[src/hw/rtl/tbpt_pkg.sv]
// shared types, widths and constants of the tait-bryan pose to transform block
// no dependencies; every other file of the block imports this package
package tbpt_pkg;

  // fixed field widths of the stream words
  localparam int ANGLE_W  = 16;
  localparam int SHIFT_W  = 32;
  localparam int ENTRY_W  = 16;
  localparam int N_ENTRY  = 9;
  localparam int OUT_FRAC = 14;
  localparam int ENTRY_MAX = 1 << OUT_FRAC;

  // packed word widths, both already whole bytes
  localparam int IN_W  = 3 * ANGLE_W + 3 * SHIFT_W;
  localparam int OUT_W = N_ENTRY * ENTRY_W + 3 * SHIFT_W;

  // defaults for the top level parameters
  localparam int ANGLE_BITS_DEF = 16;
  localparam int FRAC_BITS_DEF  = 14;

  // cordic datapath: 32-bit phase, q30 vector
  localparam int CW              = 32;
  localparam int CORDIC_STEPS    = 30;
  localparam int CORDIC_GAIN_Q30 = 652032874;

  // atan(2^-i) in units of 2^32 per turn
  localparam logic [CW-1:0] ATAN_TURN [CORDIC_STEPS] = '{
    32'h20000000, 32'h12E4051E, 32'h09FB385B, 32'h051111D4, 32'h028B0D43,
    32'h0145D7E1, 32'h00A2F61E, 32'h00517C55, 32'h0028BE53, 32'h00145F2F,
    32'h000A2F98, 32'h000517CC, 32'h00028BE6, 32'h000145F3, 32'h0000A2FA,
    32'h0000517D, 32'h000028BE, 32'h0000145F, 32'h00000A30, 32'h00000518,
    32'h0000028C, 32'h00000146, 32'h000000A3, 32'h00000051, 32'h00000029,
    32'h00000014, 32'h0000000A, 32'h00000005, 32'h00000003, 32'h00000001
  };

  // translation, x in the lowest bits
  typedef struct packed {
    logic [SHIFT_W-1:0] z;
    logic [SHIFT_W-1:0] y;
    logic [SHIFT_W-1:0] x;
  } shifts_t;

  // one result word, laid out exactly as m_axis_tdata
  typedef struct packed {
    shifts_t                         shf;
    logic [N_ENTRY-1:0][ENTRY_W-1:0] ent;
  } result_t;

endpackage

[src/hw/rtl/tbpt_skid.sv]
// output register with a one-word skid stage; an empty skid stage advances the pipeline
// uses tbpt_pkg for the result word type
module tbpt_skid
  import tbpt_pkg::*;
(
  input  logic    clk_i,
  input  logic    rst_ni,
  input  logic    vld_i,
  input  result_t res_i,
  output logic    en_o,
  output logic    m_vld_o,
  output result_t m_res_o,
  input  logic    m_rdy_i
);

  logic    out_vld_q, out_vld_d, skd_vld_q, skd_vld_d;
  logic    out_ld, skd_ld, push, free;
  result_t out_q, out_d, skd_q;

  // the pipeline moves while the skid stage is empty
  assign en_o = !skd_vld_q;
  assign push = vld_i && !skd_vld_q;
  assign free = !out_vld_q || m_rdy_i;

  // next state of the two slots
  always_comb begin
    out_vld_d = out_vld_q;
    skd_vld_d = skd_vld_q;
    out_ld    = 1'b0;
    skd_ld    = 1'b0;
    out_d     = skd_vld_q ? skd_q : res_i;
    if (free) begin
      out_vld_d = skd_vld_q || push;
      out_ld    = 1'b1;
      skd_vld_d = 1'b0;
    end else if (push) begin
      skd_vld_d = 1'b1;
      skd_ld    = 1'b1;
    end
  end

  always_ff @(posedge clk_i or negedge rst_ni) begin
    if (!rst_ni) begin
      out_vld_q <= 1'b0;
      skd_vld_q <= 1'b0;
    end else begin
      out_vld_q <= out_vld_d;
      skd_vld_q <= skd_vld_d;
    end
  end

  // word storage, no reset
  always_ff @(posedge clk_i) begin
    if (out_ld) begin
      out_q <= out_d;
    end
    if (skd_ld) begin
      skd_q <= res_i;
    end
  end

  assign m_vld_o = out_vld_q;
  assign m_res_o = out_q;

endmodule

[config.mk]
export PLATFORM = sky130hd
export DESIGN_NAME = tbpt_skid
export DESIGN_NICKNAME = d
export VERILOG_FILES = /design/src/hw/rtl/tbpt_pkg.sv /design/src/hw/rtl/tbpt_skid.sv
export SDC_FILE = /design/constraint.sdc
export NUM_CORES = 1
export LEC_CHECK = 0
export ABC_AREA = 1
export BUFFER_PORTS_ARGS = -buffer_cell sky130_fd_sc_hd__buf_4
export CAP_MARGIN = 20
export CELL_PAD_IN_SITES_DETAIL_PLACEMENT = 0
export CELL_PAD_IN_SITES_GLOBAL_PLACEMENT = 1
export CORE_ASPECT_RATIO = 0.7
export CORE_UTILIZATION = 42
export DETAILED_ROUTE_END_ITERATION = 7
export GPL_ROUTABILITY_DRIVEN = 1
export PLACE_DENSITY = 0.83
export SLEW_MARGIN = 25
export SYNTH_ARGS = -nofsm -noshare
export SYNTH_HDL_FRONTEND = slang
export SYNTH_SLANG_ARGS = --single-unit
[constraint.sdc]
create_clock -name clk_i -period 28.2 [get_ports clk_i]
set_input_delay 4.23 -clock clk_i [delete_from_list [all_inputs] [get_ports clk_i]]
set_output_delay 4.23 -clock clk_i [all_outputs]
set_load 0.02 [all_outputs]
==> impl_metrics.toml, run 1 <==
[outcome]
status = "complete, no violations"

[logic_synthesis]
synth_top_area_share_pct = 82.11
ys_warn_count = 0
yosysTopAreaCell = "edfxtp_1"
syn_nets = 1507
syn_area_sq_um = 17550
yosys_register_bits = 482
ys.flop_type = "edfxtp_1"
netlist_instances = 1263
yosys-top-cells-area = "edfxtp_1 82%, nand2_1 15%, buf_2 0.74%"
synth_edf_count = 480
synth_cell_types = 10
synth.cells.most_frequent = "723 x nand2_1, 480 x edfxtp_1, 26 x buf_2"
synthArstFlopShare_pct = 0.4149
seq_area_frac_synth_pct = 82.39
syn_area_per_cell_sq_um = 13.90
yosysMostFrequentCell = "nand2_1"

[timing]
holdWs_ns = 0.5128
rsz0062_at_grt = "no"
slew_headroom_pct = 32.30
slew_viol_final = 0
tns_ns = 0
setup_viol = 0
skew_ns = 0.01216
hold_viol = 0
timing.fmax_mhz = 151.6
tightest_slew_ns = 1.016
finalCriticalPeriod_ns = 6.598
post-route-period-util_pct = 23.40

[floorplan]
die_width_um = 246.4
rows = 62
start_util_pct = 42.70
die_area_sq_um = 42630
die_h_um = 173.0
core_region_area_sq_um = 41110
num_io_pins = 486

[final_layout]
area_delta_synth_final_pct = 32.07
final_util_pct = 56.39
fill_cells = 3382
final_layout_size_suffix_gt1_share_pct = 31.53
nNetsFinal = 1999
finalNonFillerCells = 2341

[setup_path]
cp_max_fo = 97
reg2reg_depth = 4
arrival_ns = 6.76
crit_path_start_kind = "primary input"
rrSetupSlack_ns = 24.98
crit_path_end_kind = "flip-flop"
crit_type = "primary input to flip-flop"
r2r_start = "skd_vld_q$_DFFE_PN0P_"
reg2reg_to = "skd_q[215]$_DFFE_PP_"
required_ns = 28.37

[power]
p_leak_nw = 9.909
p_total_mw = 1.706
p_per_area_nw_per_um2 = 73.59
ir_drop_v = 0.00005365

[placed_design]
io_buffers = 485
dp_cells = 2249
gp_congestion = 0.8086
place_hpwl_um = 27100

[worst_hold_path]
holdPathStages = 2
hp-start = "skd_q[79]$_DFFE_PP_"
hold_path_class = "flip-flop to flip-flop"
worstHoldEndpoint = "m_res_o[79]$_DFFE_PP_"

[clock_network]
post_cts_resized = 0
clk_latency_ns = 0.54
hold_buffers = 0
cts-root-buf = "clkbuf_16"
cts_buffer_depth = 3
cts_tree = "built"
clk_pin_slew_ns = 0.06
cts_buffers = 47
cts_setup_buffers = 0
htreeDepth = 2
cts.sinks = 482

[routing]
drtPass1Iterations = 5
wirelength_um = 42290
antenna_left = 0
drt-initial-drc-count = 622
routed-via-count = 10990
route.detailed.drc = 0
routed_via_density = 4.693
wire_per_inst_um = 18.06

[run]
cap_violations = 0

[global_route]
antenna_found_initial = 4
grt_overflow = 0
grt_start_max_net_pins = 98
grtUsageTotal_pct = 19.22
grt_pass1_vias = 10780
grt_pass1_wl_um = 62970
per-layer routing:
| layer | part of all wire, % | GRT usage (%) |
|---|---|---|
| met5 | 0 | 0 |
| met4 | 3.3 | 7.665 |
| met3 | 7.2 | 4.594 |
| met2 | 49 | 30.93 |
| met1 | 41 | 25.16 |
logic make-up after synthesis:
group / share of synthesized area [%]
buf+inv: 2.081
flops: 82.39
simple gates: 15.52
worst max-delay path by stage:
stage                     startpoint              endpoint  cells after the start  slack [ns]
after detailed placement     m_rdy_i  skd_q[230]$_DFFE_PP_                      5       20.90
after CTS                    m_rdy_i    skd_q[7]$_DFFE_PP_                      5       21.48
after global placement       m_rdy_i   skd_q[40]$_DFFE_PP_                      5       20.92
final                        m_rdy_i  skd_q[215]$_DFFE_PP_                      5       21.60
after floorplan              m_rdy_i    skd_q[0]$_DFFE_PP_                      3        9.20
after global routing         m_rdy_i  skd_q[199]$_DFFE_PP_                      5       21.43
cells in the final DEF, fill, tap and decap left out, drive strengths merged:
master and count:
buf 496, bufinv 5, clkbuf 57, clkinv 24
dfrtp 2, diode 5, edfxtp 480, inv 2
nand2 723, nor2 3
stage by stage:
| stage | setup slack (ns) | instance area [sq um] |
|---|---|---|
| finish | 21.60 | 23180 |
| global route | 21.43 | 23180 |
| global placement | 20.92 | 21630 |
| floorplan | 9.195 | 17560 |
| detailed placement | 20.90 | 21630 |
| CTS | 21.48 | 23150 |
where the power goes:
| group | internal (mW) | switching (mW) | total [mW] | leakage (nW) |
|---|---|---|---|---|
| Combinational | 0.0809 | 0.131 | 0.212 | 4.50 |
| Clock | 0.363 | 0.261 | 0.624 | 0.748 |
| Sequential | 0.855 | 0.0154 | 0.870 | 4.66 |
cell type report:
class                           instances  area (sq um)  area share (%)
Clock inverter                         29         265.3           1.144
Tap cell                              544         680.7           2.936
Antenna cell                            5         12.51         0.05397
Sequential cell                       482         14470           62.40
Multi-Input combinational cell        726          2749           11.86
Inverter                                2         12.51         0.05397
Clock buffer                           57          1256           5.419
Timing Repair Buffer                  496          3740           16.13
sequential cells by signal (all words and copies together) (netlist names):
signal,count
m_res_o,240
skd_vld_q,1
m_vld_o,1
skd_q,240
critical path: stages:
cell	delay [ns]
buf_4	0.11
inv_1	0.13
nand2_8	0.45
nor2_4	0.87
buf_4	0.84
(Power assumes the default switching activity.)
==> inputs of run 2 (changes only) <==
ABC_AREA = 0   (was 1)
CORE_UTILIZATION = 45   (was 42)
clock period = 6.4 ns   (was 28.2 ns; I/O delays follow)
==> run 2 against run 1 <==
  * Worst hold slack worse by 0.34 ns
  * Clock power grew to 4.6 times the previous value
  * Core utilization grew 3.7 points
  * Critical path depth down 2
  * Synthesized cell count decreased by 40%
  * Die area decreased by 3.8%
  * Power rose to 4.5 times the previous value
  * Flip-flop and latch count stayed put
  * Via count decreased by 20%
  * Clock skew up 0.016 ns
  * Largest power group unchanged
==> impl_metrics.toml, run 2 <==
[outcome]
status = "complete, no violations"

[timing]
post-route-period-util_pct = 50.14
slew_headroom_pct = 34.34
setup_slack_ns = 3.191
rsz0062_at_grt = "no"
setup_viol = 0
tightest_slew_ns = 0.9850
hold_viol = 0
tns_ns = 0
holdWs_ns = 0.1720
finalCriticalPeriod_ns = 3.209
slew_viol_final = 0
timing.fmax_mhz = 311.6
skew_ns = 0.02810

[logic_synthesis]
yosys_register_bits = 482
ys_warn_count = 0
yosysMostFrequentCell = "edfxtp_1"
syn_area_per_cell_sq_um = 23.95
synth_top_area_share_pct = 79.71
yosysTopAreaCell = "edfxtp_1"
syn_nets = 999
synth.cells.most_frequent = "480 x edfxtp_1, 167 x mux2_4, 73 x mux2_2"
syn_area_sq_um = 18080
synth_cell_types = 11
synthArstFlopShare_pct = 0.4149
synth_edf_count = 480
seq_area_frac_synth_pct = 79.99
netlist_instances = 755
ys.flop_type = "edfxtp_1"
yosys-top-cells-area = "edfxtp_1 80%, mux2_4 14%, mux2_2 4.5%"

[placed_design]
dpl_cell_area_sq_um = 22240
dp_cells = 1758
gp_congestion = 0.7702
pre_cts_ws_ns = 3.010
place_hpwl_um = 26100
io_buffers = 485

[setup_path]
crit_path_end_kind = "flip-flop"
path_cells = "buf_4 > buf_4 > mux2_4"
rrSetupSlack_ns = 3.19
cpPeakStageDelay_ns = 0.93
arrival_ns = 3.49
cpMaxStageDelayCell = "dfrtp_4"
cp_max_fo = 44
crit_type = "flip-flop to flip-flop"
cp_common_cell = "buf_4"
required_ns = 6.68
crit_path_start_kind = "flip-flop"

[clock_network]
hold_buffers = 0
post_cts_resized = 0
cts-root-buf = "clkbuf_16"
cts_buffers = 46
clk_latency_ns = 0.56
cts_tree = "built"
cts.sinks = 482
htreeDepth = 2
clk_pin_slew_ns = 0.06
cts_setup_buffers = 0
cts_buffer_depth = 3

[final_layout]
layout_commonest_cell = "buf_4"
nNetsFinal = 1516
finalNonFillerCells = 1844
layout_common_cells = "493 x buf_4, 480 x edfxtp_1, 167 x mux2_4, 73 x mux2_2, 47 x clkbuf_16"
area_delta_synth_final_pct = 31.95
post-route-cell-area_sq_um = 23860
final_util_pct = 60.12
final_layout_size_suffix_gt1_share_pct = 61.74

[routing]
drt-initial-drc-count = 488
routed_via_density = 4.790
wire_per_inst_um = 20.69
drtPass1Iterations = 5
routed-via-count = 8832
wirelength_um = 38150
route.detailed.drc = 0
antenna_left = 0

[floorplan]
die_h_um = 169.7
die_width_um = 241.6
start_util_pct = 45.56
num_io_pins = 486
core_region_area_sq_um = 39690
rows = 61
die_area_sq_um = 41000

[worst_hold_path]
hold_path_class = "primary input to async pin"

[power]
p_per_area_nw_per_um2 = 319.2
p_total_mw = 7.615
ir_drop_v = 0.0002373
p_leak_nw = 9.342

[run]
cap_violations = 0

[global_route]
grtUsageTotal_pct = 17.86
grt_pass1_wl_um = 55350
grt_pass1_vias = 9107
antenna_found_initial = 2
grt_overflow = 0
grt_start_max_net_pins = 157
run 2: cell types whose count changed after synthesis, sizes merged:
| cell | change |
|---|---|
| buf | -22 |
| inv | -1 |
| clkbuf | -4 |
| nand2b | +1 |
| nand2 | -722 |
| mux2 | +240 |
| nor3b | +1 |
| nor2 | -1 |
run 2: per-layer routing:
metal  global-route usage (%)  routed length, um  share of wire (%)
met5                        0                  0                  0
met3                    6.958               3351                8.8
met4                    5.179                716                1.9
met2                    29.60              19090                 50
met1                    21.72              14990                 39
run 2: area by class of cell:
| class | instances | area, sq um |
|---|---|---|
| repair buffers | 496 | 3760 |
| multi-input cells | 245 | 3367 |
| clock inverters | 31 | 392.9 |
| well taps | 535 | 669.4 |
| clock buffers | 52 | 1195 |
| diodes | 2 | 5.005 |
| fillers | 2928 | 15830 |
| inverters | 1 | 3.754 |
| flip-flops and latches | 482 | 14470 |
run 2: power by group:
group	switching (mW)	internal, mW
sequential	0.0715	3.75
combinational	0.475	0.463
clock	1.15	1.71
run 2: cells by family after synthesis:
group         count (synthesis)  synth area share [%]
buf+inv                      28                 1.460
flops                       482                 79.99
mux                         240                 18.41
simple gates                  5                0.1384
run 2: critical path, delay by kind of cell (launching register included):
family	cells	cell delay [ns]
buffers and inverters	2	1.53
DFF	1	0.93
muxes	1	0.36
run 2: worst paths after layout:
check / end / cells past startpoint / start
max in group asynchronous: skd_vld_q$_DFFE_PN0P_ / 1 / rst_ni
hold / removal: skd_vld_q$_DFFE_PN0P_ / 1 / rst_ni
hold reg to reg: m_res_o[110]$_DFFE_PP_ / 1 / skd_q[110]$_DFFE_PP_
min in group clk_i: m_res_o[110]$_DFFE_PP_ / 1 / skd_q[110]$_DFFE_PP_
setup / recovery: m_res_o[92]$_DFFE_PP_ / 3 / skd_vld_q$_DFFE_PN0P_
setup reg to reg: m_res_o[92]$_DFFE_PP_ / 3 / skd_vld_q$_DFFE_PN0P_
